==> src/hw/rtl/sorted_priority_queue_macros.svh <==
// ----------------------------------------------------------------------------
// Sorted priority queue assertion macros
// Concurrent assertion wrappers clocked on clock, disabled during reset.
// ----------------------------------------------------------------------------
`ifndef SORTED_PRIORITY_QUEUE_MACROS_SVH
`define SORTED_PRIORITY_QUEUE_MACROS_SVH

// check prop at every clock edge outside reset
`define SPQ_ASSERT(label, prop, msg) \
   label: assert property (@(posedge clock) disable iff (reset) prop) else $error(msg);

// check that cond never holds
`define SPQ_ASSERT_NEVER(label, cond, msg) \
   `SPQ_ASSERT(label, !(cond), msg)

`endif

==> src/hw/rtl/spq_pkg.sv <==
// ----------------------------------------------------------------------------
// Sorted priority queue package
// Sizes, codes and the link and command types shared by the queue cells.
// ----------------------------------------------------------------------------
`default_nettype none

package spq_pkg;

   localparam int DEPTH    = 16;
   localparam int KEY_BITS = 16;
   localparam int TAG_BITS = 8;
   localparam int CNT_BITS = $clog2(DEPTH + 1);

   localparam logic ACT_INSERT = 1'b0;
   localparam logic ACT_REMOVE = 1'b1;

   typedef enum logic [1:0] {
      ST_OK    = 2'd0,
      ST_EMPTY = 2'd1,
      ST_FULL  = 2'd2,
      ST_DUP   = 2'd3
   } status_type;

   typedef enum logic [1:0] {
      OP_IDLE   = 2'd0,
      OP_INSERT = 2'd1,
      OP_REMOVE = 2'd2
   } op_type;

   typedef struct packed {
      op_type              op;
      logic [KEY_BITS-1:0] key;
      logic [TAG_BITS-1:0] tag;
   } cmd_type;

   typedef struct packed {
      logic                occ;
      logic                after;
      logic [KEY_BITS-1:0] key;
      logic [TAG_BITS-1:0] tag;
   } link_type;

endpackage

`default_nettype wire

==> src/hw/rtl/spq_cell.sv <==
// ----------------------------------------------------------------------------
// Sorted priority queue cell
// Holds one entry; on insert keeps, takes the new entry or takes its lower
// neighbor's entry; on remove takes its upper neighbor's entry.
// ----------------------------------------------------------------------------
`default_nettype none

module spq_cell (
   input  wire logic              clock,
   input  wire spq_pkg::cmd_type  cmd,
   input  wire logic              occ,
   input  wire spq_pkg::link_type prev_link,
   input  wire spq_pkg::link_type next_link,
   output spq_pkg::link_type      link,
   output logic                   tail_match
);
   import spq_pkg::*;

   logic [KEY_BITS-1:0] key_ff, key_in;
   logic [TAG_BITS-1:0] tag_ff, tag_in;
   logic                after;

   assign after = !occ || (key_ff > cmd.key);

   assign link.occ   = occ;
   assign link.after = after;
   assign link.key   = key_ff;
   assign link.tag   = tag_ff;

   // tail entry whose key is not greater than the new key and whose tag equals the new tag
   assign tail_match = occ && !next_link.occ && !after && (tag_ff == cmd.tag);

   always_comb begin
      key_in = key_ff;
      tag_in = tag_ff;
      unique case (cmd.op)
         OP_INSERT: begin
            if (after && prev_link.after) begin
               key_in = prev_link.key;
               tag_in = prev_link.tag;
            end else if (after) begin
               key_in = cmd.key;
               tag_in = cmd.tag;
            end
         end
         OP_REMOVE: begin
            key_in = next_link.key;
            tag_in = next_link.tag;
         end
         OP_IDLE: begin
         end
         default: begin
         end
      endcase
   end

   always_ff @(posedge clock) begin
      key_ff <= key_in;
      tag_ff <= tag_in;
   end

endmodule

`default_nettype wire

==> src/hw/rtl/sorted_priority_queue.sv <==
// ----------------------------------------------------------------------------
// Sorted priority queue
// Bounded min-first queue held as a row of cells in ascending key order.
// ----------------------------------------------------------------------------
//  channel   handshake              payload
//  request   start, busy            req_action, req_key, req_tag
//  response  rsp_valid (strobe)     rsp_status, rsp_out_key, rsp_out_tag,
//                                   rsp_occupancy
//
//  One transaction per cycle: every cell compares against the new key in
//  parallel and shifts in the same cycle; busy stays low.
//  The response strobes in the cycle after start, for exactly one cycle.
//  Synchronous reset empties the queue; entries beyond the fill count are
//  never read. The receiver cannot stall.
// ----------------------------------------------------------------------------
`default_nettype none

`include "sorted_priority_queue_macros.svh"

module sorted_priority_queue (
   input  wire logic                          clock,
   input  wire logic                          reset,
   input  wire logic                          start,
   output logic                               busy,
   input  wire logic                          req_action,
   input  wire logic [spq_pkg::KEY_BITS-1:0]  req_key,
   input  wire logic [spq_pkg::TAG_BITS-1:0]  req_tag,
   output logic                               rsp_valid,
   output logic [1:0]                         rsp_status,
   output logic [spq_pkg::KEY_BITS-1:0]       rsp_out_key,
   output logic [spq_pkg::TAG_BITS-1:0]       rsp_out_tag,
   output logic [spq_pkg::CNT_BITS-1:0]       rsp_occupancy
);
   import spq_pkg::*;

   cmd_type             cmd;
   link_type            links [DEPTH];
   link_type            prev_links [DEPTH];
   link_type            next_links [DEPTH];
   logic [DEPTH-1:0]    occ;
   logic [DEPTH-1:0]    tail_hits;
   logic                dup;
   logic                full;
   logic                empty;
   status_type          status;
   logic                rsp_is_empty;
   logic                rsp_is_full;

   logic [CNT_BITS-1:0] count_ff, count_in;
   logic                valid_ff, valid_in;
   status_type          status_ff;
   logic [KEY_BITS-1:0] key_ff, key_in;
   logic [TAG_BITS-1:0] tag_ff, tag_in;

   assign busy  = 1'b0;
   assign full  = (count_ff == CNT_BITS'(DEPTH));
   assign empty = (count_ff == '0);
   assign dup   = |tail_hits;

   genvar i;
   generate
      for (i = 0; i < DEPTH; i++) begin : g_cell
         assign occ[i] = (count_ff > CNT_BITS'(i));
         if (i == 0) begin : g_head
            assign prev_links[i] = '0;
         end else begin : g_body
            assign prev_links[i] = links[i-1];
         end
         if (i == DEPTH - 1) begin : g_last
            assign next_links[i] = '0;
         end else begin : g_inner
            assign next_links[i] = links[i+1];
         end
         spq_cell u_cell (
            .clock      (clock),
            .cmd        (cmd),
            .occ        (occ[i]),
            .prev_link  (prev_links[i]),
            .next_link  (next_links[i]),
            .link       (links[i]),
            .tail_match (tail_hits[i])
         );
      end
   endgenerate

   // decode the transaction
   always_comb begin
      cmd.key  = req_key;
      cmd.tag  = req_tag;
      cmd.op   = OP_IDLE;
      status   = ST_OK;
      count_in = count_ff;
      key_in   = '0;
      tag_in   = '0;
      if (start) begin
         priority if (req_action == ACT_REMOVE) begin
            if (empty) begin
               status = ST_EMPTY;
            end else begin
               cmd.op   = OP_REMOVE;
               key_in   = links[0].key;
               tag_in   = links[0].tag;
               count_in = count_ff - CNT_BITS'(1);
            end
         end else if (full) begin
            status = ST_FULL;
         end else if (dup) begin
            status = ST_DUP;
         end else begin
            cmd.op   = OP_INSERT;
            count_in = count_ff + CNT_BITS'(1);
         end
      end
   end

   assign valid_in = start;

   always_ff @(posedge clock) begin
      if (reset) begin
         count_ff <= '0;
         valid_ff <= 1'b0;
      end else begin
         count_ff <= count_in;
         valid_ff <= valid_in;
      end
   end

   always_ff @(posedge clock) begin
      status_ff <= status;
      key_ff    <= key_in;
      tag_ff    <= tag_in;
   end

   assign rsp_valid     = valid_ff;
   assign rsp_status    = status_ff;
   assign rsp_out_key   = key_ff;
   assign rsp_out_tag   = tag_ff;
   assign rsp_occupancy = count_ff;

   assign rsp_is_empty = rsp_valid && (rsp_status == ST_EMPTY);
   assign rsp_is_full  = rsp_valid && (rsp_status == ST_FULL);

   `SPQ_ASSERT(a_rsp_follows_start, start |=> rsp_valid, "response missing after start")
   `SPQ_ASSERT(a_head_sorted, occ[1] |-> (links[0].key <= links[1].key), "head out of order")
   `SPQ_ASSERT_NEVER(a_empty_count, rsp_is_empty && !empty, "empty status with entries held")
   `SPQ_ASSERT_NEVER(a_full_count, rsp_is_full && !full, "full status below depth")

endmodule

`default_nettype wire

==> config.mk <==
export PLATFORM = sky130hd
export DESIGN_NAME = sorted_priority_queue
export DESIGN_NICKNAME = d
export VERILOG_FILES = /design/src/hw/rtl/spq_pkg.sv /design/src/hw/rtl/spq_cell.sv /design/src/hw/rtl/sorted_priority_queue.sv
export VERILOG_INCLUDE_DIRS = /design/src /design/src/hw/rtl
export SDC_FILE = /design/constraint.sdc
export NUM_CORES = 1
export LEC_CHECK = 0
export BUFFER_PORTS_ARGS = -buffer_cell sky130_fd_sc_hd__clkbuf_2
export CAP_MARGIN = 20
export CORE_MARGIN = 4
export CORE_UTILIZATION = 43
export CTS_BUF_LIST = sky130_fd_sc_hd__clkbuf_2
export DETAILED_ROUTE_END_ITERATION = 16
export GPL_ROUTABILITY_DRIVEN = 0
export GPL_TIMING_DRIVEN = 1
export HOLD_SLACK_MARGIN = 0.02
export REMOVE_ABC_BUFFERS = 1
export SKIP_LAST_GASP = 1
export SYNTH_ARGS = -nofsm -noshare
export SYNTH_HDL_FRONTEND = slang
export SYNTH_SLANG_ARGS = --single-unit
==> constraint.sdc <==
create_clock -name clock -period 13 [get_ports clock]
set_clock_uncertainty 0.05 [all_clocks]
set_input_delay 1.95 -clock clock [delete_from_list [all_inputs] [get_ports clock]]
set_output_delay 1.95 -clock clock [all_outputs]
set_load 0.02 [all_outputs]
[Word-level counts from Yosys, hierarchy flattened]
Cells that the tools add are included.
Word-level totals
  output and inout port bits: 33
  logic and storage cells: 349
  input port bits: 28
  flip-flop bits (word level): 416
Operators by class
  reduce and logical (&&, ||, !) cells: 131
  multiplexer cells: 107
  $add $sub $neg: 2
  bitwise gates (word level): 2
  magnitude comparators: 32
  equal/unequal tests: 38
Operators by type and width (count)
  16-bit one-hot mux with 2 select lines: 16
  16-bit two-way mux: 31
  16-bit greater-than comparator: 16
  8-bit one-hot mux with 2 select lines: 16
  8-bit two-way mux: 31
  8-bit equality test: 16
  1-bit logical AND: 62
  3-bit by 1-bit != test with 1-bit output, second input constant: 15
  5-bit by 4-bit greater-than comparator with 1-bit output, second input constant: 8
  1-bit logical NOT: 32
  2-bit AND reduction: 16
  5-bit by 3-bit greater-than comparator with 1-bit output, second input constant: 4
  5-bit two-way mux: 4
  1-bit logical OR: 16
  16-bit OR reduction: 1
  2-bit two-way mux: 6
  5-bit by 1-bit greater-than comparator with 1-bit output, second input constant: 2
  5-bit by 2-bit greater-than comparator with 1-bit output, second input constant: 2
  2-bit != test, second input constant: 3
  5-bit by 1-bit adder with 5-bit output, second input constant: 1
  5-bit equality test, second input constant: 1
  5-bit logical NOT: 1
  5-bit by 1-bit subtractor with 5-bit output, second input constant: 1
  4-bit AND reduction: 1
  other kinds (7): 10

[Longest topological paths before layout]
  word-level depth: 14
  gate-level depth with buffers: 19
  gate-level depth less buffers: 14

[Modules after synthesis]
A second synthesis with hierarchy kept.
Unflattened totals
  cell total of the unflattened synthesis: 3282
  area, all modules: 31657.9 um2
Modules (own cells, without submodules)
  spq_cell at g_cell[0].u_cell ...: cells each 181, area an instance 1804.2 um2, instances 14, sequential area each 720.7 um2
  spq_cell at g_cell[8].u_cell ...: cells each 301, area an instance 2491.1 um2, instances 2, sequential area each 720.7 um2
  sorted_priority_queue: cells each 146, area an instance 1416.4 um2, instances 1, sequential area each 640.6 um2

[Worst setup path before layout]
No wires, ideal clock.
  path kind: input -> register
  start point: input port req_key[13] (netlist bit)
  end point: register g_cell[1].u_cell.key_ff[0] (enable)
  arrival time: 6.029 ns
  setup slack: 6.508 ns
  path buffers: 1
  setup time: 0.413 ns
  data required time: 12.537 ns
  stages: 13
  cells stage by stage: inv_1 > ha_1 > nand4_1 > or4_1 > a21o_1 > a31oi_2 > nor2_1 > a2111oi_4 > o2111ai_2 > nor2_2 > ha_1 > clkbuf_1 > a21oi_1
On the way
  word-level cells in the longest chain between the ends: 13
  elaborated cells on any way between the ends: 91
  classes of those cells: order compare: 16; eq/ne: 3; mux: 4; reduce/logical: 68
Ends and longest elaborated chain
  start, declared: RTL line sorted_priority_queue.sv:26  | input wire logic [spq_pkg::KEY_BITS-1:0] req_key,
  16-bit greater-than comparator: RTL line spq_cell.sv:23  | assign after = !occ || (key_ff > cmd.key);
  1-bit logical OR: RTL line spq_cell.sv:23
  1-bit logical NOT: RTL line spq_cell.sv:31  | assign tail_match = occ && !next_link.occ && !after && (tag_ff == cmd.tag);
  1-bit logical AND (2 in a row): RTL line spq_cell.sv:31
  16-bit OR reduction: RTL line sorted_priority_queue.sv:58  | assign dup = |tail_hits;
  1-bit two-way mux: RTL line sorted_priority_queue.sv:107  | end else if (dup) begin
  1-bit two-way mux: RTL line sorted_priority_queue.sv:105  | end else if (full) begin
  2-bit two-way mux: RTL line sorted_priority_queue.sv:96  | priority if (req_action == ACT_REMOVE) begin
  2-bit two-way mux: RTL line sorted_priority_queue.sv:95  | if (start) begin
  2-bit by 1-bit equality test with 1-bit output or 2-bit equality test (tied branches): RTL line spq_cell.sv:36  | unique case (cmd.op)
  3-bit by 1-bit != test with 1-bit output (no source line) or 2-bit nonzero test (tied branches)
  2-bit AND reduction (no source line) *
  end signal, assigned: RTL line spq_cell.sv:58  | key_ff <= key_in;
  end, declared: RTL line spq_cell.sv:19  | logic [KEY_BITS-1:0] key_ff, key_in;
Mark *: on every way between the ends. The rest lies on a longest branch, timed or not.
A chain may end at the register's enable or synchronous reset.

[Worst setup path after layout]
  start point: input port req_key[15] (netlist bit)
  end point: register g_cell[0].u_cell.key_ff[13] (enable)
On the way
  word-level cells in the longest chain between the ends: 13
  elaborated cells on any way between the ends: 90
  classes of those cells: order compare: 16; eq/ne: 3; mux: 4; reduce/logical: 67
Ends and longest elaborated chain (RTL line)
  16-bit greater-than comparator: spq_cell.sv:23
  1-bit logical OR: spq_cell.sv:23
  1-bit logical NOT: spq_cell.sv:31
  1-bit logical AND (2 in a row): spq_cell.sv:31
  16-bit OR reduction: sorted_priority_queue.sv:58
  1-bit two-way mux: sorted_priority_queue.sv:107
  1-bit two-way mux: sorted_priority_queue.sv:105
  2-bit two-way mux: sorted_priority_queue.sv:96
  2-bit two-way mux: sorted_priority_queue.sv:95
  2-bit by 1-bit equality test with 1-bit output or 2-bit equality test (tied branches): spq_cell.sv:36
  2-bit by 1-bit != test with 1-bit output (no source line) or 2-bit nonzero test (tied branches)
  2-bit AND reduction (no source line) *
  end signal, assigned: spq_cell.sv:58
  end, declared: spq_cell.sv:19
Marks and branches as above.

==> impl_metrics.env <==
export IMPL_seqPwrFrac_pct=43.5
export IMPL_final_common_cell="nand2_1"
export IMPL_cts_sinks=416
export IMPL_start_util_pct=43.7
export IMPL_wl_per_cell_um=21.5
export IMPL_fillCellCount=5981
export IMPL_p_sw_share_pct=40.9
export IMPL_htreeDepth=3
export IMPL_synth_main_ff_cell="edfxtp_1"
export IMPL_grt_remaining_overflow=0
export IMPL_layout_common_cells="nand2_1 (424), o21ai_0 (389), edfxtp_1 (384), mux2i_1 (335), ha_1 (262)"
export IMPL_synth_area_leaders="edfxtp_1 (42%), mux2i_1 (12%), ha_1 (12%)"
export IMPL_synth_area_um2=27700
export IMPL_path_class="input port to flop"
export IMPL_final_util_pct=47.3
export IMPL_switchingPower_mw=2.38
export IMPL_path_buf_inv=6
export IMPL_die_area_um2=68600
export IMPL_clockPowerShare_pct=17.3
export IMPL_cp_data_required_time_ps=13710
export IMPL_antenna_found_initial=2
export IMPL_maxSlewViolCount=0
export IMPL_synth_top_cell_area_share_pct=41.6
export IMPL_cts_buffer_depth=3
export IMPL_cts_tree="yes"
export IMPL_synth_avg_cell_area_um2=10.2
export IMPL_final_antenna_net_count=0
export IMPL_detail_route_wirelength_mm=80.2
export IMPL_synth_seq_cells=416
export IMPL_setup_violations=0
export IMPL_grtUsageTotal_pct=23.0
export IMPL_grt_start_max_net_pins=271
export IMPL_rsz0062_at_grt="no"
export IMPL_firstDrtPassIters=6
export IMPL_drive_gt1_share_pct=11.7
export IMPL_synth_edf_count=384
export IMPL_syn_inst=2733
export IMPL_clock_latency_ps=1180
export IMPL_post_place_ws_ps=3730
export IMPL_vias=21800
export IMPL_peakVddDrop_uv=101
export IMPL_crit_path_top_delay_cell="nor4_1"
export IMPL_coreArea_um2=63400
export IMPL_via_per_inst=5.85
export IMPL_finalPower_mw=5.82
export IMPL_relSlewSlack_pct=22.2
export IMPL_hold_violations=0
export IMPL_syn2layout_area_growth_pct=8.03
export IMPL_cts_clk_slew_worst_paths_ps=90
export IMPL_combPwrFrac_pct=39.3
export IMPL_fin_crit_sh_pct=58.4
export IMPL_cp_top_family="simple AND/OR/NAND/NOR gates"
export IMPL_worstSetupEndpointType="flop"
export IMPL_path_max_fanout=114
export IMPL_period_needed_ps=7590
export IMPL_cp_arrival_ps=8300
export IMPL_nets=3072
export IMPL_postCtsSetupBuffers=0
export IMPL_die_w_um=262
export IMPL_setup_ws_ps=5410
export IMPL_finalSetupTns_ps=0
export IMPL_port_buffers=59
export IMPL_path_cells="clkbuf_2 -> inv_1 -> ha_1 -> nand4_1 -> nor4_1 -> nor3b_1 -> a41oi_1 -> nor4_1 -> a41oi_1 -> nand4_1 -> nor2_2 -> inv_1 -> ha_4 -> buf_12 -> buf_4 -> buf_16 -> mux2_2"
export IMPL_maxCapViolCount=0
export IMPL_grt_pass1_wl_mm=125
export IMPL_startpoint_type="input port"
export IMPL_num_rows=92
export IMPL_p_leak_nw=11.7
export IMPL_max_slew_worst_pin_slew_ps=1170
export IMPL_cts_resized=0
export IMPL_power_density_nw_per_um2=194
export IMPL_ys_types=75
export IMPL_ctsRootBufferMaster="clkbuf_2"
export IMPL_worstHoldPathType="flop to flop"
export IMPL_hold_buffers=0
export IMPL_drt_iter0_markers=2162
export IMPL_fmax_ghz=0.132
export IMPL_slowest_delay_ps=850
export IMPL_grt_pass1_vias=21900
export IMPL_intPower_mw=3.44
export IMPL_post_route_drc_count=0
export IMPL_cts_buffers=113
export IMPL_outcome="finished clean"
export IMPL_io_pins=61
export IMPL_die_h_um=262
export IMPL_synth_top_area_cell="edfxtp_1"
export IMPL_place_hpwl_mm=58.1
export IMPL_ys_warn_count=0
export IMPL_async_flop_share_pct=0
export IMPL_yosysSeqAreaShare_pct=43.9
-- area by class of cell --
type                       instances  area [um2]  area share (%)
sequential                       416       12200            40.6
tap                              846        1060            3.53
clock buffer                     180         901            3.01
multi-input combinational       2092       14800            49.2
timing repair buffer             107         718            2.40
inverter                          51         191           0.639
antenna                            1        2.50         0.00835
clock inverter                    31         174           0.580
-- worst paths after layout --
path	startpoint	endpoint	slack [ps]	cells past startpoint
min	g_cell[0].u_cell.key_ff[2]	rsp_out_key[2]	480	1
max	req_key[15]	g_cell[0].u_cell.key_ff[13]	5410	17
min reg2reg	g_cell[0].u_cell.key_ff[2]	rsp_out_key[2]	480	1
max reg2reg	g_cell[2].u_cell.key_ff[15]	g_cell[0].u_cell.key_ff[13]	6770	15
-- synth_stat cells, drive strengths merged, types with 3 or more instances --
cell type,instances
a211oi,8
ha,263
nor2b,23
mux2i,335
a22oi,3
buf,43
a31oi,7
o21a,7
o211a,4
clkbuf,131
a221oi,5
and2,25
nor4,37
and3b,3
xnor2,32
and4,5
xor2,96
a21oi,129
nand2,424
o211ai,11
mux2,11
a21o,28
nand2b,3
nor3b,3
nor2,90
edfxtp,384
inv,51
dfxtp,32
a21boi,5
nor3,18
or4,5
o21ai,391
or3,7
nand3,18
a41oi,3
a2111oi,3
nand4,54
-- state kept, by name (all words and copies together) (netlist names) --
| name | cells |
|---|---|
| g_cell.u_cell.key_ff | 256 |
| g_cell.u_cell.tag_ff | 128 |
| rsp_out_key | 16 |
| rsp_out_tag | 8 |
| rsp_occupancy | 5 |
| rsp_status | 2 |
| rsp_valid | 1 |
-- logic make-up (layout without fill, tap and decap cells) --
kind of cell / Yosys count / after routing / share of synthesized area [%]
xor gates and xnor gates: 128 / 128 / 4.04
DFF: 416 / 416 / 43.9
buffers and inverters: 225 / 369 / 3.29
muxes: 346 / 346 / 12.5
other: 1 / 2 / 0.0135
and+or+nand+nor: 725 / 725 / 11.7
adders and majority gates: 263 / 263 / 11.9
AOI/OAI and AO/OA: 629 / 629 / 12.7
-- power by group through the flow --
stage                     Sequential [mW]  Clock, mW  Combinational [mW]
after floorplan                      2.42          0                1.75
after global placement               2.55          0                2.17
after detailed placement             2.55          0                2.25
after CTS                            2.52       1.05                2.26
after global routing                 2.57       1.11                2.54
final                                2.53       1.01                2.29
-- layer usage --
| layer | global-route usage, % | vias up | wire (um) |
|---|---|---|---|
| met5 | 0 | - | 0 |
| met4 | 6.33 | 0 | 1730 |
| met3 | 4.91 | 144 | 5900 |
| met2 | 35.0 | 792 | 35400 |
| met1 | 33.4 | 10600 | 37200 |
| li1 | - | 10200 | - |
-- through the flow --
step	hold WS (ps)	instance area, um2	instances
after floorplan	416	27000	2559
after global placement	470	28800	3508
after detailed placement	461	28800	3509
after CTS	490	29900	3720
after global routing	513	30000	3724
final	482	30000	3724
Note: power is estimated with default switching activity, not from simulation.
